`config.mk`:
```
export PLATFORM = sky130hd
export DESIGN_NAME = tiered_residual_encoder_top
export DESIGN_NICKNAME = d
export VERILOG_FILES = /design/src/hdl/tre_pkg.sv /design/src/hdl/tre_classify.sv /design/src/hdl/tre_pack.sv /design/src/hdl/tre_serialize.sv /design/src/hdl/tiered_residual_encoder_top.sv
export SDC_FILE = /design/constraint.sdc
export NUM_CORES = 1
export LEC_CHECK = 0
export ABC_CLOCK_PERIOD_IN_PS = 26700
export BUFFER_PORTS_ARGS = -buffer_cell sky130_fd_sc_hd__buf_4
export CORE_UTILIZATION = 45
export DETAILED_ROUTE_END_ITERATION = 10
export PLACE_DENSITY = 0.61
export SLEW_MARGIN = 15
export SYNTH_ARGS = -nofsm -noshare
export SYNTH_HDL_FRONTEND = slang
export SYNTH_SLANG_ARGS = --single-unit
```
`constraint.sdc`:
```
create_clock -name clk -period 26.7 [get_ports clk]
set_clock_uncertainty 0.1 [all_clocks]
set_input_delay 5.34 -clock clk [delete_from_list [all_inputs] [get_ports clk]]
set_output_delay 5.34 -clock clk [all_outputs]
set_load 0.01 [all_outputs]
```
`src/hdl/tre_pkg.sv`:
```
// Shared types, constants and tier tables for the tiered residual encoder.
`timescale 1ns / 1ps
package tre_pkg;

  localparam int RESID_W   = 64;  // residual and zigzag width
  localparam int NBITS_W   = 7;   // significant bit count, 0..64
  localparam int K_W       = 5;   // base payload width register
  localparam int TIER_W    = 3;
  localparam int PEND_W    = 7;   // pending bits held between items
  localparam int PCNT_W    = 3;   // pending bit count, 0..7
  localparam int CODE_W    = 68;  // longest code: 4-bit prefix + 64 raw bits
  localparam int WORD_W    = 75;  // pending bits + code
  localparam int FRAME_W   = 80;  // word left-aligned on a whole-byte window
  localparam int BYTE_W    = 8;
  localparam int SER_W     = 72;  // up to nine bytes per item
  localparam int NB_W      = 4;   // byte count per item, 0..9

  localparam logic [K_W-1:0]    K_RESET    = 5'd3;
  localparam logic              MODE_ENC   = 1'b0;
  localparam logic              MODE_FLUSH = 1'b1;
  localparam logic [TIER_W-1:0] TIER_RAW   = 3'd4;

  // Classified item handed from the classify stage to the packer.
  typedef struct packed {
    logic                  mode;
    logic [RESID_W-1:0]    zz;
    logic [RESID_W-1:0]    raw;
    logic [TIER_W-1:0]     tier;
  } tre_class_t;

  // Bytes of one item, first byte in the top bits, plus how many are valid.
  typedef struct packed {
    logic [SER_W-1:0]      bytes;
    logic [NB_W-1:0]       nbytes;
  } tre_frame_t;

  function automatic logic [3:0] prefix_code(input logic [TIER_W-1:0] tier);
    case (tier)
      3'd0:    return 4'd0;
      3'd1:    return 4'd2;
      3'd2:    return 4'd6;
      3'd3:    return 4'd14;
      default: return 4'd15;
    endcase
  endfunction

  function automatic logic [2:0] prefix_len(input logic [TIER_W-1:0] tier);
    case (tier)
      3'd0:    return 3'd1;
      3'd1:    return 3'd2;
      3'd2:    return 3'd3;
      default: return 3'd4;
    endcase
  endfunction

  function automatic logic [3:0] payload_extra(input logic [TIER_W-1:0] tier);
    case (tier)
      3'd0:    return 4'd0;
      3'd1:    return 4'd2;
      3'd2:    return 4'd5;
      3'd3:    return 4'd10;
      default: return 4'd0;
    endcase
  endfunction

endpackage

```
`src/hdl/tre_classify.sv`:
```
// Input register, zigzag mapping, significant bit count and tier selection.
`timescale 1ns / 1ps
module tre_classify import tre_pkg::*; (
  input  logic               clk,
  input  logic               rst_n,
  input  logic [K_W-1:0]     k,
  input  logic               in_valid,
  output logic               in_ready,
  input  logic               in_mode,
  input  logic [RESID_W-1:0] in_residual,
  output logic               item_valid,
  input  logic               item_ready,
  output tre_class_t         item
);

  function automatic logic [NBITS_W-1:0] sig_bits(input logic [RESID_W-1:0] v);
    logic [3:0]         lane_pos [8];
    logic [NBITS_W-1:0] n;
    n = '0;
    for (int b = 0; b < 8; b++) begin
      lane_pos[b] = 4'd0;
      for (int i = 0; i < 8; i++) begin
        if (v[b*8+i]) lane_pos[b] = 4'(i + 1);
      end
    end
    for (int b = 0; b < 8; b++) begin
      if (lane_pos[b] != 4'd0) n = 7'(b * 8) + 7'(lane_pos[b]);
    end
    return n;
  endfunction

  logic               s0_valid_r;
  logic               s0_mode_r;
  logic [RESID_W-1:0] s0_res_r;
  logic               s1_valid_r;
  tre_class_t         s1_item_r;
  tre_class_t         s1_item_nxt;
  logic               s0_ready;
  logic               s1_ready;
  logic [NBITS_W-1:0] nbits;
  logic [NBITS_W-1:0] k7;

  assign s1_ready = !s1_valid_r || item_ready;
  assign s0_ready = !s0_valid_r || s1_ready;
  assign in_ready = s0_ready;

  always_comb begin
    k7                = {2'b00, k};
    s1_item_nxt.mode  = s0_mode_r;
    s1_item_nxt.raw   = s0_res_r;
    s1_item_nxt.zz    = {s0_res_r[RESID_W-2:0], 1'b0} ^ {RESID_W{s0_res_r[RESID_W-1]}};
    nbits             = sig_bits(s1_item_nxt.zz);
    s1_item_nxt.tier  = 3'(nbits > k7) + 3'(nbits > k7 + 7'd2)
                      + 3'(nbits > k7 + 7'd5) + 3'(nbits > k7 + 7'd10);
  end

  always_ff @(posedge clk) begin
    if (!rst_n) begin
      s0_valid_r <= 1'b0;
      s1_valid_r <= 1'b0;
    end else begin
      if (s0_ready) s0_valid_r <= in_valid;
      if (s1_ready) s1_valid_r <= s0_valid_r;
    end
    if (s0_ready && in_valid) begin
      s0_mode_r <= in_mode;
      s0_res_r  <= in_residual;
    end
    if (s1_ready && s0_valid_r) s1_item_r <= s1_item_nxt;
  end

  assign item_valid = s1_valid_r;
  assign item       = s1_item_r;

endmodule

```
`src/hdl/tre_pack.sv`:
```
// Code assembly: prefix and payload appended to the pending bits, split into bytes.
`timescale 1ns / 1ps
module tre_pack import tre_pkg::*; (
  input  logic           clk,
  input  logic           rst_n,
  input  logic [K_W-1:0] k,
  input  tre_class_t     item,
  input  logic           load,
  output tre_frame_t     frame
);

  logic [PEND_W-1:0]  pbits_r, pbits_nxt;
  logic [PCNT_W-1:0]  pcnt_r, pcnt_nxt;
  logic [NBITS_W-1:0] plen;
  logic [NBITS_W-1:0] code_len;
  logic [NBITS_W-1:0] total;
  logic [NBITS_W-1:0] shamt;
  logic [CODE_W-1:0]  code;
  logic [RESID_W-1:0] payload;
  logic [WORD_W-1:0]  word;
  logic [FRAME_W-1:0] frame_bits;
  logic [BYTE_W-1:0]  pmask;

  always_comb begin
    plen     = (item.tier == TIER_RAW) ? 7'd64
             : 7'({2'b00, k}) + 7'(payload_extra(item.tier));
    payload  = (item.tier == TIER_RAW) ? item.raw : item.zz;
    if (item.mode == MODE_FLUSH) begin
      // Pad the partial byte with zeros up to the byte boundary
      code     = '0;
      code_len = (pcnt_r == '0) ? 7'd0 : 7'(4'd8 - {1'b0, pcnt_r});
    end else begin
      code     = (68'(prefix_code(item.tier)) << plen) | 68'(payload);
      code_len = plen + 7'(prefix_len(item.tier));
    end
    total      = 7'(pcnt_r) + code_len;
    word       = (75'(pbits_r) << code_len) | 75'(code);
    shamt      = 7'd80 - total;
    frame_bits = 80'(word) << shamt;
    frame.bytes  = frame_bits[FRAME_W-1:FRAME_W-SER_W];
    frame.nbytes = total[NBITS_W-1:3];
    pcnt_nxt   = total[2:0];
    pmask      = (8'd1 << total[2:0]) - 8'd1;
    pbits_nxt  = word[PEND_W-1:0] & pmask[PEND_W-1:0];
  end

  always_ff @(posedge clk) begin
    if (!rst_n) begin
      pbits_r <= '0;
      pcnt_r  <= '0;
    end else if (load) begin
      pbits_r <= pbits_nxt;
      pcnt_r  <= pcnt_nxt;
    end
  end

endmodule

```
`src/hdl/tre_serialize.sv`:
```
// Byte output register: shifts out one item's bytes, one per cycle while out_ready is high.
`timescale 1ns / 1ps
module tre_serialize import tre_pkg::*; (
  input  logic              clk,
  input  logic              rst_n,
  input  logic              load,
  input  tre_frame_t        frame,
  output logic              free,
  output logic              out_valid,
  input  logic              out_ready,
  output logic [BYTE_W-1:0] out_byte,
  output logic              out_last
);

  logic [SER_W-1:0] buf_r;
  logic [NB_W-1:0]  cnt_r;
  logic             take;

  assign out_valid = (cnt_r != '0);
  assign take      = out_valid && out_ready;
  assign free      = (cnt_r == '0) || (cnt_r == 4'd1 && out_ready);
  assign out_byte  = buf_r[SER_W-1:SER_W-BYTE_W];
  assign out_last  = (cnt_r == 4'd1);

  always_ff @(posedge clk) begin
    if (!rst_n) begin
      cnt_r <= '0;
    end else if (load) begin
      cnt_r <= frame.nbytes;
    end else if (take) begin
      cnt_r <= cnt_r - 4'd1;
    end
    if (load) begin
      buf_r <= frame.bytes;
    end else if (take) begin
      buf_r <= {buf_r[SER_W-BYTE_W-1:0], {BYTE_W{1'b0}}};
    end
  end

endmodule

```
`src/hdl/tiered_residual_encoder_top.sv`:
```
// Top level of the tiered residual encoder: zigzag, tier code and byte packing.
//
//  channel | direction | handshake                  | payload
//  --------+-----------+----------------------------+----------------------------------
//  in_     | slave     | in_tvalid / in_tready      | tdata: residual; tuser: mode
//  out_    | master    | out_tvalid / out_tready    | tdata: out_byte; tlast: last
//  cfg_    | slave     | cfg_valid / cfg_ready      | cfg_data: payload_base_bits
//
// An item is taken into the input register, classified into the item register
// and packed into the byte output register, which sends one byte per cycle
// while out_tready is high; an item makes 0 to 9 bytes (nine for a raw tier
// item on seven pending bits). Items that make no byte pass at one per cycle
// while the byte output register is free. Reset (rst_n low, synchronous)
// empties the pipeline, clears the pending bits and sets the base width to 3.
// A stall on out_ holds the bytes and backs up through the stages to in_tready.
`timescale 1ns / 1ps
module tiered_residual_encoder_top import tre_pkg::*; (
  input  logic               clk,
  input  logic               rst_n,
  // input items
  input  logic               in_tvalid,
  output logic               in_tready,
  input  logic [RESID_W-1:0] in_tdata,   // [63:0] residual
  input  logic               in_tuser,   // [0] mode
  // result items
  output logic               out_tvalid,
  input  logic               out_tready,
  output logic [BYTE_W-1:0]  out_tdata,  // [7:0] out_byte
  output logic               out_tlast,
  // configuration
  input  logic               cfg_valid,
  output logic               cfg_ready,
  input  logic [K_W-1:0]     cfg_data    // [4:0] payload_base_bits
);

  logic [K_W-1:0] k_r;
  logic           item_valid;
  logic           ser_free;
  logic           load;
  tre_class_t     item;
  tre_frame_t     frame;

  // Base width register; the user must write it only while the block is idle, the block itself does not enforce this
  assign cfg_ready = 1'b1;

  always_ff @(posedge clk) begin
    if (!rst_n) begin
      k_r <= K_RESET;
    end else if (cfg_valid && cfg_ready) begin
      k_r <= cfg_data;
    end
  end

  // Hand a classified item to the packer once the byte register can take it
  assign load = item_valid && ser_free;

  tre_classify u_classify (
    .clk         (clk),
    .rst_n       (rst_n),
    .k           (k_r),
    .in_valid    (in_tvalid),
    .in_ready    (in_tready),
    .in_mode     (in_tuser),
    .in_residual (in_tdata),
    .item_valid  (item_valid),
    .item_ready  (ser_free),
    .item        (item)
  );

  tre_pack u_pack (
    .clk   (clk),
    .rst_n (rst_n),
    .k     (k_r),
    .item  (item),
    .load  (load),
    .frame (frame)
  );

  tre_serialize u_serialize (
    .clk       (clk),
    .rst_n     (rst_n),
    .load      (load),
    .frame     (frame),
    .free      (ser_free),
    .out_valid (out_tvalid),
    .out_ready (out_tready),
    .out_byte  (out_tdata),
    .out_last  (out_tlast)
  );

endmodule

```
==> qor.csv, run 1 <==
metric,value,unit
outcome,"complete, no violations",
drc,0,
cts_tree,done,
antenna_found_initial,0,
r2r_end,u_serialize.buf_r[70],
layout_common_cells,"edfxtp_1, nor2_1, nand2_1",
setup_viol,0,
cts_resized,0,
placed_cells_incl_taps,3114,
layoutNonFillerInstCount,3178,
period_minus_slack,11.65,ns
grt_pass1_vias,20830,
hold_buffers,0,
fin_setup_tns,0,ns
min_period_over_period,0.4365,
yosys_warnings,0,
layout_setup_ws,15.05,ns
die_y,225.4,µm
relSlewSlack,0.1757,
htree_levels,2,
routed_wl,100.4,mm
gp_congestion,1.027,
post_cts_buffers,0,
route.antenna.remaining_nets,0,
endpoint,in_tready,
nets,2608,
synth-edff-count,268,
pin_count,87,
multi_input_area,13000,µm²
cts_sinks,289,
hp-class,register to register,
clk_latency,0.57,ns
dr.pass1.iters,6,
critPathKind,primary input to output port,
cp.arrival,6.21,ns
r2r_start,u_classify.item[2],
syn_area_per_cell,9.043,µm²
layout_commonest_cell,edfxtp_1,
synth_top_area_share,0.3583,
start_kind,primary input,
grtUsageTotal,0.3921,
end_kind,output port,
synthTopCellsByArea,"edfxtp_1, nor2_1, nand2_1",
route.vias.total,22150,
ys_async_sr_fraction,0,
hpwl,77.32,mm
drive_gt1_frac,0.1333,
hold_path_startpoint,u_classify.s0_mode_r,
tightest_slew,1.226,ns
grt_max_degree,87,
rows,81,
seq_area,8468,µm²
vias_per_cell,6.970,
path_max_fanout,4,
worstRegToRegCells,25,
wl_per_cell,31.61,µm
drtIter0Drc,2908,
hold_viol,0,
post-place-ws,15.04,ns
die_width,225.4,µm
area_growth,10.36,%
cts.path.max_buffers,3,
syn_area,22460,µm²
grt_pass1_wl,144.7,mm
synth_top_cell_by_area,edfxtp_1,
grt_overflow_total,0,
syn-num-nets,2605,
start_util,0.4579,
cts_buffers,34,
hold-path-cell-count,0,
nFillCells,4632,
crit_start,out_tready,
rsz0062_at_grt,false,
path_clk_slew,0.06,ns
maxCapViolCount,0,
r2r_setup_slack,17.61,ns
ys_seq_area_frac,0.3770,
coreArea,49050,µm²
crit_required,21.26,ns
synth-seq-cells,289,
synthFlopType,edfxtp_1,
drv_slew,0,
fmax,85.81,MHz
syn_inst,2484,
numPortBuffers,85,
dieArea,50810,µm²
cts_root_buffer,clkbuf_16,
synth_cell_types,116,
[flip-flops by register name (all words and copies together) (netlist names)]
| register | cells |
|---|---|
| u_classify.item_valid | 1 |
| u_classify.s0_res_r | 64 |
| k_r | 5 |
| u_serialize.cnt_r | 4 |
| u_pack.pbits_r | 7 |
| u_classify.s0_mode_r | 1 |
| u_pack.pcnt_r | 3 |
| u_classify.item | 131 |
| u_classify.s0_valid_r | 1 |
| u_serialize.buf_r | 72 |
[cells in the mapped netlist (22+ instances only)]
| library cell | n |
|---|---|
| edfxtp_1 | 268 |
| nor2_1 | 254 |
| nand2_1 | 232 |
| a21oi_1 | 154 |
| o21ai_0 | 137 |
| clkbuf_1 | 102 |
| nand3_1 | 90 |
| mux2i_1 | 72 |
| nor3_1 | 69 |
| o211ai_1 | 65 |
| xor2_1 | 58 |
| o22ai_1 | 55 |
| inv_1 | 50 |
| a22oi_1 | 43 |
| buf_2 | 42 |
| ha_1 | 42 |
| a31oi_1 | 41 |
| a211oi_1 | 35 |
| o31ai_1 | 31 |
| buf_1 | 25 |
| o221ai_1 | 25 |
| mux2_2 | 24 |
| xnor2_1 | 23 |
| a21o_1 | 22 |
| nor2b_1 | 22 |
[stage by stage]
step                      utilization  hold slack [ns]  cell area (µm²)
after floorplan                     -           0.3003            22460
after global placement         0.4827           0.3131            23680
after detailed placement       0.4829           0.3323            23690
after CTS                      0.5052           0.3458            24780
after global routing           0.5053           0.3525            24790
final                          0.5054           0.3402            24790
[worst min-delay path by stage]
stage	end	slack, ns
2_1_floorplan	u_classify.item[131]	0.30
3_3_place_gp	u_classify.item[131]	0.31
3_5_place_dp	u_classify.item[131]	0.33
4_1_cts	u_classify.item[131]	0.35
5_1_grt	u_classify.item[131]	0.35
6_report	u_classify.item[131]	0.34
[area by class of cell]
type | count | share of cell area
antenna | 1 | 0.0001009
clock buffer | 44 | 0.03750
clock inverter | 18 | 0.006662
inverter | 56 | 0.008580
multi-input combinational | 1948 | 0.5242
sequential | 289 | 0.3416
tap | 664 | 0.03351
timing repair buffer | 158 | 0.04785
[routing by layer]
metal	vias to the layer above	part of all wire	global-route usage
met5	-	0	0
met4	0	0.072	0.2535
met3	319	0.088	0.07979
met2	1446	0.45	0.6153
met1	10730	0.39	0.4908
li1	9653	-	-
[cell families (layout without fill, tap and decap cells)]
group | after synthesis | after routing | share of synthesized area
muxes | 114 | 114 | 0.06094
xor gates and xnor gates | 85 | 85 | 0.03448
DFF | 289 | 289 | 0.3770
AOI/OAI and AO/OA | 902 | 902 | 0.2868
buffers and inverters | 247 | 276 | 0.04907
other | 1 | 2 | 0.0001669
and+or+nand+nor | 797 | 797 | 0.1632
adders and majority gates | 49 | 49 | 0.02835
[worst max-delay path: stages]
cell     delay [ns]
buf_4          0.12
a21oi_1        0.20
and2_1         0.28
nand2_1        0.12
buf_4          0.16
Power of run 1 is not shown: default switching activity piles up to over one toggle a cycle in this logic, so the estimate is an artifact.
==> run 2, diff against run 1 <==
- ABC_CLOCK_PERIOD_IN_PS: 26700 -> 9500
- PLACE_DENSITY: 0.61 -> 0.63
- clock period: 26.7 -> 9.5 ns (I/O delays scaled with it)
==> qor.csv, run 2 (same netlist as run 1, synthesis figures left out) <==
metric,value,unit,change
outcome,"complete, no violations",,
placedInstanceArea,23850,µm²,+0.70%
largest_reg_flops,131,,unchanged
layout_commonest_cell,edfxtp_1,,
hp-class,register to register,,
cp_slowest_cell,nor2_1,,
dr.pass1.iters,6,,unchanged
relSlewSlack,0.1430,,-0.03270
wl_per_cell,33.11,µm,+4.8%
nets,2622,,+0.54%
period_minus_slack,8.402,ns,
cp.buffers_inverters,5,,+3
drv_slew,0,,unchanged
die_width,225.4,µm,unchanged
crit_top_cell,nor2_1,,
start_util,0.4579,,unchanged
layout_common_cells,"edfxtp_1, nor2_1, nand2_1",,
htree_levels,1,,-1
coreArea,49050,µm²,unchanged
route.vias.total,22490,,+1.5%
fin_area,24870,µm²,+0.30%
path_delay_family,simple AND/OR/NAND/NOR gates,,
vias_per_cell,7.051,,+1.2%
rows,81,,unchanged
route.antenna.remaining_nets,0,,unchanged
grt_pass1_wl,150.9,mm,+4.3%
critical-path-max-stage-delay,1.02,ns,+0.74 ns
cts.path.max_buffers,3,,unchanged
numPortBuffers,85,,unchanged
cp_cell_sequence,"nor2_1, and2_1, ha_1, fa_1, inv_1, nor2_1, inv_1, fa_1, nand2_1, o31ai_1, nor3_4, buf_4, inv_4, ha_1, xor2_1, nand2_1, nor2_1, a211oi_2, xnor2_2, buf_4, nand2_1, nor2_1, o21ai_0, o211ai_1",,
clk_latency,0.62,ns,+0.05 ns
area_growth,10.69,%,
seq_area,8468,µm²,unchanged
dieArea,50810,µm²,unchanged
grt_max_degree,85,,-2.3%
cp.arrival,8.73,ns,+2.52 ns
postLayoutCoreUtil,0.5069,,+0.001531
multi_input_area,12990,µm²,about the same
r2r_setup_slack,1.10,ns,-16.51 ns
hpwl,82.35,mm,+6.5%
critPathKind,register to register,,
fmax,119.0,MHz,
placed_cells_incl_taps,3133,,+0.61%
end_kind,register,,
crit_required,9.82,ns,-11.44 ns
hold_viol,0,,unchanged
min_period_over_period,0.8844,,
start_kind,register,,
path_clk_slew,0.06,ns,about the same
hold_buffers,0,,unchanged
layoutNonFillerInstCount,3190,,+0.38%
grt_pass1_vias,21120,,+1.4%
maxCapViolCount,0,,unchanged
antenna_found_initial,2,,+2
path_max_fanout,25,,+21
nFillCells,4628,,-0.086%
cts_root_buffer,clkbuf_16,,
fin_setup_tns,0,ns,unchanged
grtUsageTotal,0.4111,,+0.01901
routed_wl,105.6,mm,+5.1%
setup_viol,0,,unchanged
gp_congestion,1.080,,+5.2%
cts_sinks,289,,unchanged
drtIter0Drc,3232,,+11%
post_cts_buffers,0,,unchanged
drc,0,,unchanged
die_y,225.4,µm,unchanged
cts_resized,0,,unchanged
cts_tree,done,,
pin_count,87,,unchanged
rsz0062_at_grt,false,,
cts_buffers,30,,-12%
grt_overflow_total,0,,unchanged
tightest_slew,1.250,ns,+0.02377 ns
drive_gt1_frac,0.1394,,+0.006099
run 2: layer usage:
| layer | vias to the layer above | track usage | wire (µm) |
|---|---|---|---|
| met5 | - | 0 | 11 |
| met4 | 2 | 0.2458 | 7404 |
| met3 | 367 | 0.08657 | 10860 |
| met2 | 1573 | 0.6356 | 46410 |
| met1 | 10900 | 0.5282 | 40920 |
| li1 | 9654 | - | - |
run 2: final timing paths:
path / from / endpoint / cells after the start
setup / recovery: u_classify.item[2] / u_serialize.buf_r[43] / 24
hold / removal: u_classify.s0_mode_r / u_classify.item[131] / 0
setup reg to reg: u_classify.item[2] / u_serialize.buf_r[43] / 24
hold reg to reg: u_classify.s0_mode_r / u_classify.item[131] / 0
run 2: per-stage QoR:
stage / worst slack [ns] / hold slack (ns)
after floorplan: 0.7791 / 0.3003
after global placement: 1.516 / 0.3135
after detailed placement: 1.339 / 0.3081
after CTS: 1.319 / 0.3247
after global routing: 0.5574 / 0.3375
final: 1.098 / 0.3240
run 2: layout make-up:
type	instances	area share
antenna	1	0.0001006
clock buffer	31	0.03034
clock inverter	25	0.01037
inverter	56	0.008554
multi-input combinational	1948	0.5225
sequential	289	0.3406
tap	664	0.03341
timing repair buffer	176	0.05414
Power of run 2 is left out for the same reason.
